`src/hdl/line_point_generator_assert.svh`:
```
// assertion macros for the line point generator
`ifndef LINE_POINT_GENERATOR_ASSERT_SVH
`define LINE_POINT_GENERATOR_ASSERT_SVH

// same-cycle implication, disabled while reset is held
`define LPG_ASSERT_NOW(label, clk, rst_n, ante, cons) \
    label: assert property (@(posedge clk) disable iff (!(rst_n)) (ante) |-> (cons)) \
        else $error("line point generator check failed");

// next-cycle implication, disabled while reset is held
`define LPG_ASSERT_NEXT(label, clk, rst_n, ante, cons) \
    label: assert property (@(posedge clk) disable iff (!(rst_n)) (ante) |=> (cons)) \
        else $error("line point generator check failed");

`endif

```
`src/hdl/lpg_pkg.sv`:
```
`default_nettype none

package lpg_pkg;

    localparam int COORD_FRAC_BITS_DEF = 14;
    localparam int COORD_W             = 16;
    localparam int PIX_W               = 6;
    localparam int CFG_IDX_W           = 2;

    localparam logic [CFG_IDX_W-1:0] REG_SCREEN_WIDTH  = 2'd0;
    localparam logic [CFG_IDX_W-1:0] REG_SCREEN_HEIGHT = 2'd1;

    localparam logic [PIX_W-1:0] DIM_RESET = 6'd32;

    typedef enum logic [2:0] {
        ST_IDLE,
        ST_MAP,
        ST_SETUP,
        ST_LINE,
        ST_LAST
    } t_state;

    typedef struct packed {
        logic signed [COORD_W-1:0] start_x;
        logic signed [COORD_W-1:0] start_y;
        logic signed [COORD_W-1:0] end_x;
        logic signed [COORD_W-1:0] end_y;
    } t_in_word;

    typedef struct packed {
        logic [PIX_W-1:0] pixel_x;
        logic [PIX_W-1:0] pixel_y;
        logic             last_point;
    } t_out_word;

endpackage

`default_nettype wire

```
`src/hdl/line_point_generator.sv`:
```
// Line point generator. Each input word carries two endpoints in signed Q1.14
// normalized coordinates; they are mapped to pixels on a screen of
// screen_width by screen_height (registers 0 and 1, reset 32), ordered so x
// rises, and the line is walked one point per output word, ending with the
// target endpoint flagged by last_point. A line of n = max(dx, dy) steps gives
// n + 1 output words. One shared multiplier maps the four coordinates in turn
// in ST_MAP, the ST_SETUP state follows, then one shared add and compare unit
// walks the line at one point per cycle while the output is not stalled. The
// input is stalled until the last point is loaded into the output register;
// configuration writes are always taken and belong to idle times.
`default_nettype none

`include "line_point_generator_assert.svh"

module line_point_generator #(
    parameter int COORD_FRAC_BITS = lpg_pkg::COORD_FRAC_BITS_DEF
) (
    input  wire logic                              i_clk,
    input  wire logic                              i_rst_n,
    input  wire logic                              i_in_valid,
    output logic                                   o_in_stall,
    input  wire lpg_pkg::t_in_word                 i_in_word,
    output logic                                   o_out_valid,
    input  wire logic                              i_out_stall,
    output lpg_pkg::t_out_word                     o_out_word,
    input  wire logic                              i_cfg_valid,
    output logic                                   o_cfg_ready,
    input  wire logic [lpg_pkg::CFG_IDX_W-1:0]     i_cfg_index,
    input  wire logic [lpg_pkg::PIX_W-1:0]         i_cfg_data
);

    localparam int PW = lpg_pkg::PIX_W;

    lpg_pkg::t_state    r_state, n_state;
    lpg_pkg::t_in_word  r_in;
    lpg_pkg::t_out_word r_out_word, n_out_word;
    logic               r_out_valid;

    logic [PW-1:0] r_width, r_height;
    logic [1:0]    r_map_idx;
    logic [PW-1:0] r_map [4];

    logic [PW-1:0] r_cur_x, r_cur_y, r_tx, r_ty;
    logic [PW-1:0] r_rem, r_cnt, r_dlong, r_dshort;
    logic          r_xmaj, r_ydn;

    logic                        w_accept;
    logic                        w_out_free;
    logic                        w_load;
    logic signed [lpg_pkg::COORD_W-1:0] w_coord;
    logic [PW-1:0]               w_dim;
    logic [PW-1:0]               w_pixel;

    logic          w_swap, w_ydn, w_xmaj;
    logic [PW-1:0] w_ox, w_oy, w_tx, w_ty, w_dx, w_dy, w_long, w_short;
    logic [PW:0]   w_sum;
    logic          w_carry;
    logic [PW-1:0] w_rem;

    // coordinate mapping, one coordinate per cycle
    always_comb begin
        case (r_map_idx)
            2'd0: begin
                w_coord = r_in.start_x;
                w_dim   = r_width;
            end
            2'd1: begin
                w_coord = r_in.start_y;
                w_dim   = r_height;
            end
            2'd2: begin
                w_coord = r_in.end_x;
                w_dim   = r_width;
            end
            default: begin
                w_coord = r_in.end_y;
                w_dim   = r_height;
            end
        endcase
    end

    lpg_coord_map #(
        .COORD_FRAC_BITS(COORD_FRAC_BITS)
    ) u_map (
        .i_coord (w_coord),
        .i_dim   (w_dim),
        .o_pixel (w_pixel)
    );

    // setup: order endpoints and derive step terms
    assign w_swap  = r_map[0] > r_map[2];
    assign w_ox    = w_swap ? r_map[2] : r_map[0];
    assign w_oy    = w_swap ? r_map[3] : r_map[1];
    assign w_tx    = w_swap ? r_map[0] : r_map[2];
    assign w_ty    = w_swap ? r_map[1] : r_map[3];
    assign w_dx    = w_tx - w_ox;
    assign w_ydn   = !(w_oy < w_ty);
    assign w_dy    = w_ydn ? (w_oy - w_ty) : (w_ty - w_oy);
    assign w_xmaj  = w_dx > w_dy;
    assign w_long  = w_xmaj ? w_dx : w_dy;
    assign w_short = w_xmaj ? w_dy : w_dx;

    // shared add and compare unit for the minor axis
    assign w_sum   = {1'b0, r_rem} + {1'b0, r_dshort};
    assign w_carry = w_sum >= {1'b0, r_dlong};
    assign w_rem   = w_carry ? PW'(w_sum - {1'b0, r_dlong}) : w_sum[PW-1:0];

    // next state
    always_comb begin
        n_state = r_state;
        case (r_state)
            lpg_pkg::ST_IDLE: begin
                if (w_accept) n_state = lpg_pkg::ST_MAP;
            end
            lpg_pkg::ST_MAP: begin
                if (r_map_idx == 2'd3) n_state = lpg_pkg::ST_SETUP;
            end
            lpg_pkg::ST_SETUP: begin
                n_state = (w_long == '0) ? lpg_pkg::ST_LAST : lpg_pkg::ST_LINE;
            end
            lpg_pkg::ST_LINE: begin
                if (w_load && r_cnt == PW'(1)) n_state = lpg_pkg::ST_LAST;
            end
            lpg_pkg::ST_LAST: begin
                if (w_load) n_state = lpg_pkg::ST_IDLE;
            end
            default: n_state = lpg_pkg::ST_IDLE;
        endcase
    end

    // outputs of the sequencer
    always_comb begin
        o_in_stall = (r_state != lpg_pkg::ST_IDLE);
        w_out_free = !r_out_valid || !i_out_stall;
        w_load     = 1'b0;
        n_out_word = r_out_word;
        case (r_state)
            lpg_pkg::ST_LINE: begin
                w_load     = w_out_free;
                n_out_word = '{pixel_x: r_cur_x, pixel_y: r_cur_y, last_point: 1'b0};
            end
            lpg_pkg::ST_LAST: begin
                w_load     = w_out_free;
                n_out_word = '{pixel_x: r_tx, pixel_y: r_ty, last_point: 1'b1};
            end
            default: begin
                w_load = 1'b0;
            end
        endcase
    end

    assign w_accept    = i_in_valid && !o_in_stall;
    assign o_cfg_ready = 1'b1;
    assign o_out_valid = r_out_valid;
    assign o_out_word  = r_out_word;

    // control
    always_ff @(posedge i_clk) begin
        if (!i_rst_n) begin
            r_state     <= lpg_pkg::ST_IDLE;
            r_out_valid <= 1'b0;
            r_map_idx   <= '0;
            r_cnt       <= '0;
            r_width     <= lpg_pkg::DIM_RESET;
            r_height    <= lpg_pkg::DIM_RESET;
        end else begin
            r_state <= n_state;
            if (w_load) begin
                r_out_valid <= 1'b1;
            end else if (!i_out_stall) begin
                r_out_valid <= 1'b0;
            end
            if (w_accept) begin
                r_map_idx <= '0;
            end else if (r_state == lpg_pkg::ST_MAP) begin
                r_map_idx <= r_map_idx + 2'd1;
            end
            if (r_state == lpg_pkg::ST_SETUP) begin
                r_cnt <= w_long;
            end else if (r_state == lpg_pkg::ST_LINE && w_load) begin
                r_cnt <= r_cnt - PW'(1);
            end
            if (i_cfg_valid && o_cfg_ready) begin
                case (i_cfg_index)
                    lpg_pkg::REG_SCREEN_WIDTH:  r_width  <= i_cfg_data;
                    lpg_pkg::REG_SCREEN_HEIGHT: r_height <= i_cfg_data;
                    default: ;
                endcase
            end
        end
    end

    // datapath
    always_ff @(posedge i_clk) begin
        if (w_accept) begin
            r_in <= i_in_word;
        end
        if (r_state == lpg_pkg::ST_MAP) begin
            r_map[r_map_idx] <= w_pixel;
        end
        if (w_load) begin
            r_out_word <= n_out_word;
        end
        if (r_state == lpg_pkg::ST_SETUP) begin
            r_cur_x  <= w_ox;
            r_cur_y  <= w_oy;
            r_tx     <= w_tx;
            r_ty     <= w_ty;
            r_rem    <= '0;
            r_dlong  <= w_long;
            r_dshort <= w_short;
            r_xmaj   <= w_xmaj;
            r_ydn    <= w_ydn;
        end else if (r_state == lpg_pkg::ST_LINE && w_load) begin
            r_rem <= w_rem;
            if (r_xmaj) begin
                r_cur_x <= r_cur_x + PW'(1);
                if (w_carry) begin
                    r_cur_y <= r_ydn ? (r_cur_y - PW'(1)) : (r_cur_y + PW'(1));
                end
            end else begin
                r_cur_y <= r_ydn ? (r_cur_y - PW'(1)) : (r_cur_y + PW'(1));
                if (w_carry) begin
                    r_cur_x <= r_cur_x + PW'(1);
                end
            end
        end
    end

    // checks
    `LPG_ASSERT_NEXT(a_last_ends_line, i_clk, i_rst_n,
        w_load && n_out_word.last_point, r_state == lpg_pkg::ST_IDLE)
    `LPG_ASSERT_NOW(a_rem_below_long, i_clk, i_rst_n,
        r_state == lpg_pkg::ST_LINE, (r_rem < r_dlong) && (r_cnt != '0))
    `LPG_ASSERT_NOW(a_busy_no_accept, i_clk, i_rst_n,
        r_state != lpg_pkg::ST_IDLE, !w_accept)

endmodule

`default_nettype wire

```
`src/hdl/lpg_coord_map.sv`:
```
`default_nettype none

module lpg_coord_map #(
    parameter int COORD_FRAC_BITS = lpg_pkg::COORD_FRAC_BITS_DEF
) (
    input  wire logic signed [lpg_pkg::COORD_W-1:0] i_coord,
    input  wire logic        [lpg_pkg::PIX_W-1:0]   i_dim,
    output logic             [lpg_pkg::PIX_W-1:0]   o_pixel
);

    localparam int SUM_W  = ((COORD_FRAC_BITS + 2) > (lpg_pkg::COORD_W + 1))
                            ? (COORD_FRAC_BITS + 2) : (lpg_pkg::COORD_W + 1);
    localparam int PROD_W = SUM_W + lpg_pkg::PIX_W + 1;
    localparam logic signed [SUM_W-1:0] ONE_Q = SUM_W'(2 ** COORD_FRAC_BITS);

    logic signed [SUM_W-1:0]  w_sum;
    logic signed [PROD_W-1:0] w_prod;
    logic signed [PROD_W-1:0] w_shift;
    logic                     w_big;

    // (p + 1) * dim / 2, floored
    assign w_sum   = SUM_W'(i_coord) + ONE_Q;
    assign w_prod  = PROD_W'(w_sum) * PROD_W'($signed({1'b0, i_dim}));
    assign w_shift = w_prod >>> (COORD_FRAC_BITS + 1);
    assign w_big   = |w_shift[PROD_W-1:lpg_pkg::PIX_W];

    always_comb begin
        if (w_prod <= 0) begin
            o_pixel = '0;
        end else if (w_big) begin
            o_pixel = '1;
        end else begin
            o_pixel = w_shift[lpg_pkg::PIX_W-1:0];
        end
    end

endmodule

`default_nettype wire

```
`config.mk`:
```
export PLATFORM = sky130hd
export DESIGN_NAME = line_point_generator
export DESIGN_NICKNAME = d
export VERILOG_FILES = /design/src/hdl/lpg_pkg.sv /design/src/hdl/line_point_generator.sv /design/src/hdl/lpg_coord_map.sv
export VERILOG_INCLUDE_DIRS = /design/src /design/src/hdl
export SDC_FILE = /design/constraint.sdc
export NUM_CORES = 1
export LEC_CHECK = 0
export ABC_AREA = 1
export BUFFER_PORTS_ARGS = -buffer_cell sky130_fd_sc_hd__buf_2
export CAP_MARGIN = 20
export CORE_UTILIZATION = 56
export DETAILED_ROUTE_END_ITERATION = 7
export PLACE_DENSITY = 0.71
export SETUP_SLACK_MARGIN = 0.3
export SKIP_CTS_REPAIR_TIMING = 1
export SLEW_MARGIN = 20
export SYNTH_ARGS = -nofsm -noshare
export SYNTH_HDL_FRONTEND = slang
export SYNTH_SLANG_ARGS = --single-unit
```
`constraint.sdc`:
```
create_clock -name i_clk -period 12.3 [get_ports i_clk]
set_input_delay 0 -clock i_clk [delete_from_list [all_inputs] [get_ports i_clk]]
set_output_delay 0 -clock i_clk [all_outputs]
set_load 0.1 [all_outputs]
```
# After elaboration in Yosys (flattened, before gate mapping)
# Memory sizes are Yosys's and may differ from the RTL's.
# Index checks and enable logic that the tools add are counted.
classes:
  n_addsub: 11
  n_mul: 1
  n_lt_le_gt_ge: 5
  n_eq_ne: 15
  muxes: 35
  bitwise: 1
  n_reduce_logical: 26
op_table:
  columns: ["operator", "n"]
  rows:
  - ["$mux W6", 22]
  - ["$pmux W16 S3", 1]
  - ["$pmux W13 S2", 1]
  - ["$le A24 B1 Y1 const B", 1]
  - ["$mul A17 B7 Y24", 1]
  - ["$sub A6 B6 Y6", 4]
  - ["$add A16 B16 Y17 const B", 1]
  - ["$mux W3", 5]
  - ["$pmux W3 S5", 1]
  - ["$add A6 B1 Y6 const B", 2]
  - ["$gt A6 B6 Y1", 2]
  - ["$sub A6 B1 Y6 const B", 2]
  - ["$reduce_and A2 Y1", 5]
  - ["$ne A2 B2 Y1 const B", 4]
  - ["$add A6 B6 Y7", 1]
  - ["$ge A7 B6 Y1", 1]
  - ["$eq A3 B2 Y1 const B", 2]
  - ["$eq A6 B1 Y1 const B", 1]
  - ["$logic_not A6 Y1", 1]
  - ["$lt A6 B6 Y1", 1]
  - ["$reduce_bool A3 Y1", 2]
  - ["$reduce_or A2 Y1", 3]
  - ["$mux W1", 5]
  - ["$eq A2 B1 Y1 const B", 2]
  - ["other kinds (15)", 23]
word_totals:
  ff_bits: 145
  ramBits: 24
  in_bits: 77
  out_inout_bits: 16
  wordCells: 117
  mem_count: 1
mem_list:
  columns: ["memory", "words", "word_bits", "read_ports", "rd_clocked_by_memory_dff", "wr", "line_no", "rtl"]
  rows:
  - ["r_map", 4, 6, 4, 0, 1, "line_point_generator.sv:41", "logic [PW-1:0] r_map [4];"]

# Longest topological paths before layout
# An unclocked memory read counts as a cell.
logic_depth:
  word_depth: 10
  mapped_depth: 36
  depth_no_buf: 35

# By module
# From an unflattened synthesis, not the netlist that was laid out.
hier_totals:
  hier_cells: 1697
  hier_area_um2: 13287.7
modules_own_cells:
  columns: ["module", "instances", "cells_each", "area_each_um2", "seq_area_each_um2"]
  rows:
  - ["line_point_generator", 1, 940, 8693.3, 4774.6]
  - ["lpg_coord_map", 1, 757, 4594.4, 0.0]

# Least setup slack after synthesis
# Ideal clock, no wire load.
synth_path:
  path_type: "reg-to-reg"
  from: "register r_map_idx[0]"
  to: "memory r_map[0][0] (netlist name) (data pin)"
  setup_ns: 0.262
  arrival_ns: 6.004
  required_time_ns: 12.038
  slack_ns: 6.034
  path_stages_with_launch: 30
  n_path_buf: 3
  synth_period_minus_slack_ns: 6.266
  path_cell_list: "dfxtp_1 inv_1 ha_1 buf_2 nor2_2 clkbuf_1 o21ai_0 inv_1 clkbuf_1 nor2_1 fa_1 inv_1 fa_1 inv_1 fa_1 fa_1 ha_1 nand2_1 nor4_1 o21ai_0 nand3_1 nand2_1 nand2_1 a21oi_1 xnor2_1 nand2_1 nor2_1 nand3_1 nand2_1 nor2_1"
synth_via:
  elab_chain_len: 7
  word_cells_on_any_way: 12
  classes_between: "add/sub (1); mul (1); order compare (1); eq/ne (2); mux (4); reduce/logical (3)"
synth_lines:
  columns: ["element", "line_no", "rtl"]
  rows:
  - ["from (decl)", "line_point_generator.sv:40", "logic [1:0] r_map_idx;"]
  - ["from (signal assigned)", "line_point_generator.sv:176", "r_map_idx <= r_map_idx + 2'd1;"]
  - ["$eq A2 B2 Y1, or another cell as far along", "line_point_generator.sv:62", "case (r_map_idx)"]
  - ["$pmux W16 S3 / $reduce_or A2 Y1 (equally long branches)", null, null]
  - ["$add A16 B16 Y17 / $mux W6 (equally long branches)", "lpg_coord_map.sv:22, line_point_generator.sv:62", null]
  - ["$mul A17 B7 Y24 *", "lpg_coord_map.sv:23", "assign w_prod = PROD_W'(w_sum) * PROD_W'($signed({1'b0, i_dim}));"]
  - ["parallel branches: the longest is 2 deep, another holds $le A24 B1 Y1", null, null]
  - ["$mux W6 *", "lpg_coord_map.sv:28", "if (w_prod <= 0) begin"]
  - ["via u_map.o_pixel, one bit", "lpg_coord_map.sv:8", "output logic [lpg_pkg::PIX_W-1:0] o_pixel"]
  - ["to (decl)", "line_point_generator.sv:41", null]
# Mark *: on every way through the listed nets, which the timed path passes.

# Final worst setup path
layout_path:
  from: "register r_map_idx[1]"
  to: "memory r_map[0][4] (netlist name) (data pin)"
# Same word-level chain as after synthesis.

==> run_results.csv <==
group,metric,value,unit
status,outcome,"finished, final reports clean",
layout,final_nets,1850,
clock_tree,clk_pin_slew,70,ps
power,p_per_area,271,nW/um^2
detailed_routing,drt_wl_total,29200,um
clock_tree,clock-sinks,169,
yosys,synth_fp_nets,1686,
detailed_routing,avgRoutedWirePerCell,15.3,um
floorplanning,start_util,57.1,%
yosys,synth_area,12500,sq um
yosys,synth_edf_count,139,
placement,dp_hpwl,21200,um
sta,tns,0,ps
clock_tree,cts_buffer_depth,2,
floorplanning,io_pins,93,
layout,diodes,0,
yosys,synth_cells,1448,
yosys,ys_warn_count,0,
yosys,synth_cell_type_count,49,
sta,tightestPinTransition,790,ps
clock_tree,tritoncts,"built",
hold_path,hold_class,"input pin to flop",
global_routing,grt_use_total,25.5,%
detailed_routing,firstDrtPassIters,5,
sta,rsz0062_at_grt,"no",
critical_path,worstSetupPathType,"flop to flop",
placement,io_buffers,91,
critical_path,path_max_fanout,20,
global_routing,grt_max_degree,65,
yosys,ys_seq_area_share,38.3,%
flow_run,max_cap_violations,0,
sta,fin_worst_skew,13.9,ps
detailed_routing,met2WireLength,15500,um
detailed_routing,drt-vias-per-instance,5.25,
critical_path,cp_slowest_stage_delay,770,ps
floorplanning,die_y,151,um
yosys,synth_top_cell_area_share,33.5,%
yosys,synth_top_flop_cell,"edfxtp_1",
layout,drive_gt1_share,10.6,%
yosys,synthAdderAreaFrac,20.6,%
critical_path,arrival,7790,ps
floorplanning,core,21800,sq um
floorplanning,dieArea,22900,sq um
layout,layout_common_cells,"nand2_1 (303), inv_1 (234), nor2_1 (164), edfxtp_1 (139), buf_2 (91)",
detailed_routing,drtAntennaViolNets,0,
detailed_routing,met3_length,1020,um
sta,final_hold_viol_count,0,
yosys,synth.area.top_cells,"edfxtp_1 (33%), fa_1 (12%), nand2_1 (9.1%)",
critical_path,crit_path_end_kind,"flop",
critical_path,critPathLaunchType,"flop",
layout,area_growth,17.0,%
layout,final_common_cell,"nand2_1",
clock_tree,insertion_delay,440,ps
sta,setup_viol,0,
global_routing,grt-ovfl-total,0,
critical_path,slowest_stage,"o21ai_0",
placement,numPlacedInstances,1795,
yosys,synth_top_family_by_area,"adder cells",
sta,period_share,61.9,%
clock_tree,cts_made_buffers,17,
yosys,syn_area_per_cell,8.61,sq um
placement,gp_congestion,0.913,
sta,maxSlewHeadroom,46.8,%
detailed_routing,routed.top_layer,"met4",
critical_path,required,12480,ps
yosys,synth_compound_area_share,8.84,%
layout,layoutNonFillerInstCount,1905,
clock_tree,h-tree-depth,4,
yosys,yosys.area_share.simple,20.6,%
yosys,async_flop_share,0,%
detailed_routing,num_vias,10006,
detailed_routing,drt_iter0_markers,579,
yosys,ys_seq_elements,169,
floorplanning,row_count,54,
yosys,muxShareOfSynthArea,0,%
detailed_routing,drc,0,
sta,fmax,0.131,GHz
global_routing,grt_pass1_wl,45200,um
clock_tree,cts_root_buffer,"clkbuf_16",
floorplanning,fp.dieW,151,um
sta,period_needed,7610,ps
sta,slew_violations,0,
global_routing,grt_pass1_vias,9696,
yosys,synth_area_leader_cell,"edfxtp_1",
power,power_leakage,6.85,nW
yosys,post_synth_xor_area_fraction,2.88,%
detailed_routing,wl_met1,12000,um
power,peakVddDrop,0.128,mV
global_routing,antenna_found_initial,0,
==> cells by family (layout without fill, tap and decap cells) <==
family / count (synthesis) / count (layout)
xor gates and xnor gates: 41 / 41
and+or+nand+nor: 606 / 606
adders and majority gates: 161 / 161
buffers and inverters: 276 / 453
AOI/OAI and AO/OA: 194 / 194
DFF: 169 / 169
other: 1 / 1
==> registers in the layout, indices dropped and copies added, names as in the netlist <==
| name | count |
|---|---|
| r_in | 64 |
| r_map | 24 |
| o_out_word | 13 |
| r_cnt | 6 |
| r_cur_x | 6 |
| r_cur_y | 6 |
| r_dlong | 6 |
| r_dshort | 6 |
| r_height | 6 |
| r_rem | 6 |
| r_tx | 6 |
| r_ty | 6 |
| r_width | 6 |
| r_state | 3 |
| r_map_idx | 2 |
| o_out_valid | 1 |
| r_xmaj | 1 |
| r_ydn | 1 |
==> report_power, final <==
group	switching, mW	internal [mW]	total [mW]
logic	1.61	0.822	2.43
registers	0.0574	0.887	0.945
clock network	0.269	0.297	0.567
==> metal layers <==
layer / track usage (%) / vias to the layer above
li1: - / 5025
met1: 30.4 / 4679
met2: 47.7 / 254
met3: 3.70 / 48
met4: 6.75 / 0
met5: 0 / -
==> metrics by stage <==
step / cell area (sq um) / power (mW) / util (%) / worst slack [ps] / hold WS [ps]
2_1_floorplan: 12500 / 2.86 / - / 6030 / 98.9
3_3_place_gp: 13200 / 3.29 / 60.3 / 4940 / 177
3_5_place_dp: 13200 / 3.35 / 60.4 / 4640 / 178
4_1_cts: 13800 / 3.93 / 63.2 / 4700 / -276
5_1_grt: 14600 / 4.34 / 66.8 / 3930 / 36.5
6_report: 14600 / 3.94 / 66.8 / 4690 / 6.69
==> worst max-delay path, delay by kind of cell (launching register included) <==
family	cells	cell delay (ps)
fa+ha+maj	7	3270
simple gates	11	1460
compound gates	3	1030
buf+inv	5	930
flops	1	380
xor+xnor	1	280
==> layout make-up <==
class | count | area [sq um]
Fill cell | 1751 | 7250
Multi-Input combinational cell | 1003 | 6620
Sequential cell | 169 | 4770
Timing Repair Buffer | 177 | 1300
Inverter | 244 | 916
Clock buffer | 17 | 425
Tap cell | 280 | 350
Clock inverter | 15 | 195
==> cells in the mapped netlist, types with 2 or more instances <==
cell type,instances
o21ai_2,6
a21oi_1,60
nand2_1,303
xor2_1,29
edfxtp_1,139
clkinv_1,4
inv_1,234
buf_4,5
o22ai_1,4
nand2_4,2
a211oi_1,3
a31oi_1,8
o21ai_1,7
buf_6,2
nor3_1,9
and2_1,5
nor2_1,166
o31ai_1,2
nor4_1,4
buf_2,2
a22o_1,2
clkbuf_1,19
nand3_1,72
buf_1,3
o21ai_0,76
o21a_1,14
or2_2,6
dfxtp_1,30
o21bai_1,2
nand3_2,8
o211ai_1,5
nand2_2,6
inv_2,6
fa_1,74
ha_1,87
xnor2_1,12
nand4_1,17
nor2_2,4
==> final timing paths <==
path / start / endpoint / slack [ps] / cells past startpoint
setup / recovery: r_map_idx[1] / r_map[0][4] / 4690 / 27
hold / removal: i_cfg_index[0] / r_width[2] / 7 / 4
setup reg to reg: r_map_idx[1] / r_map[0][4] / 4690 / 27
hold reg to reg: r_width[2] / r_width[2] / 450 / 2
(Power assumes the default switching activity.)
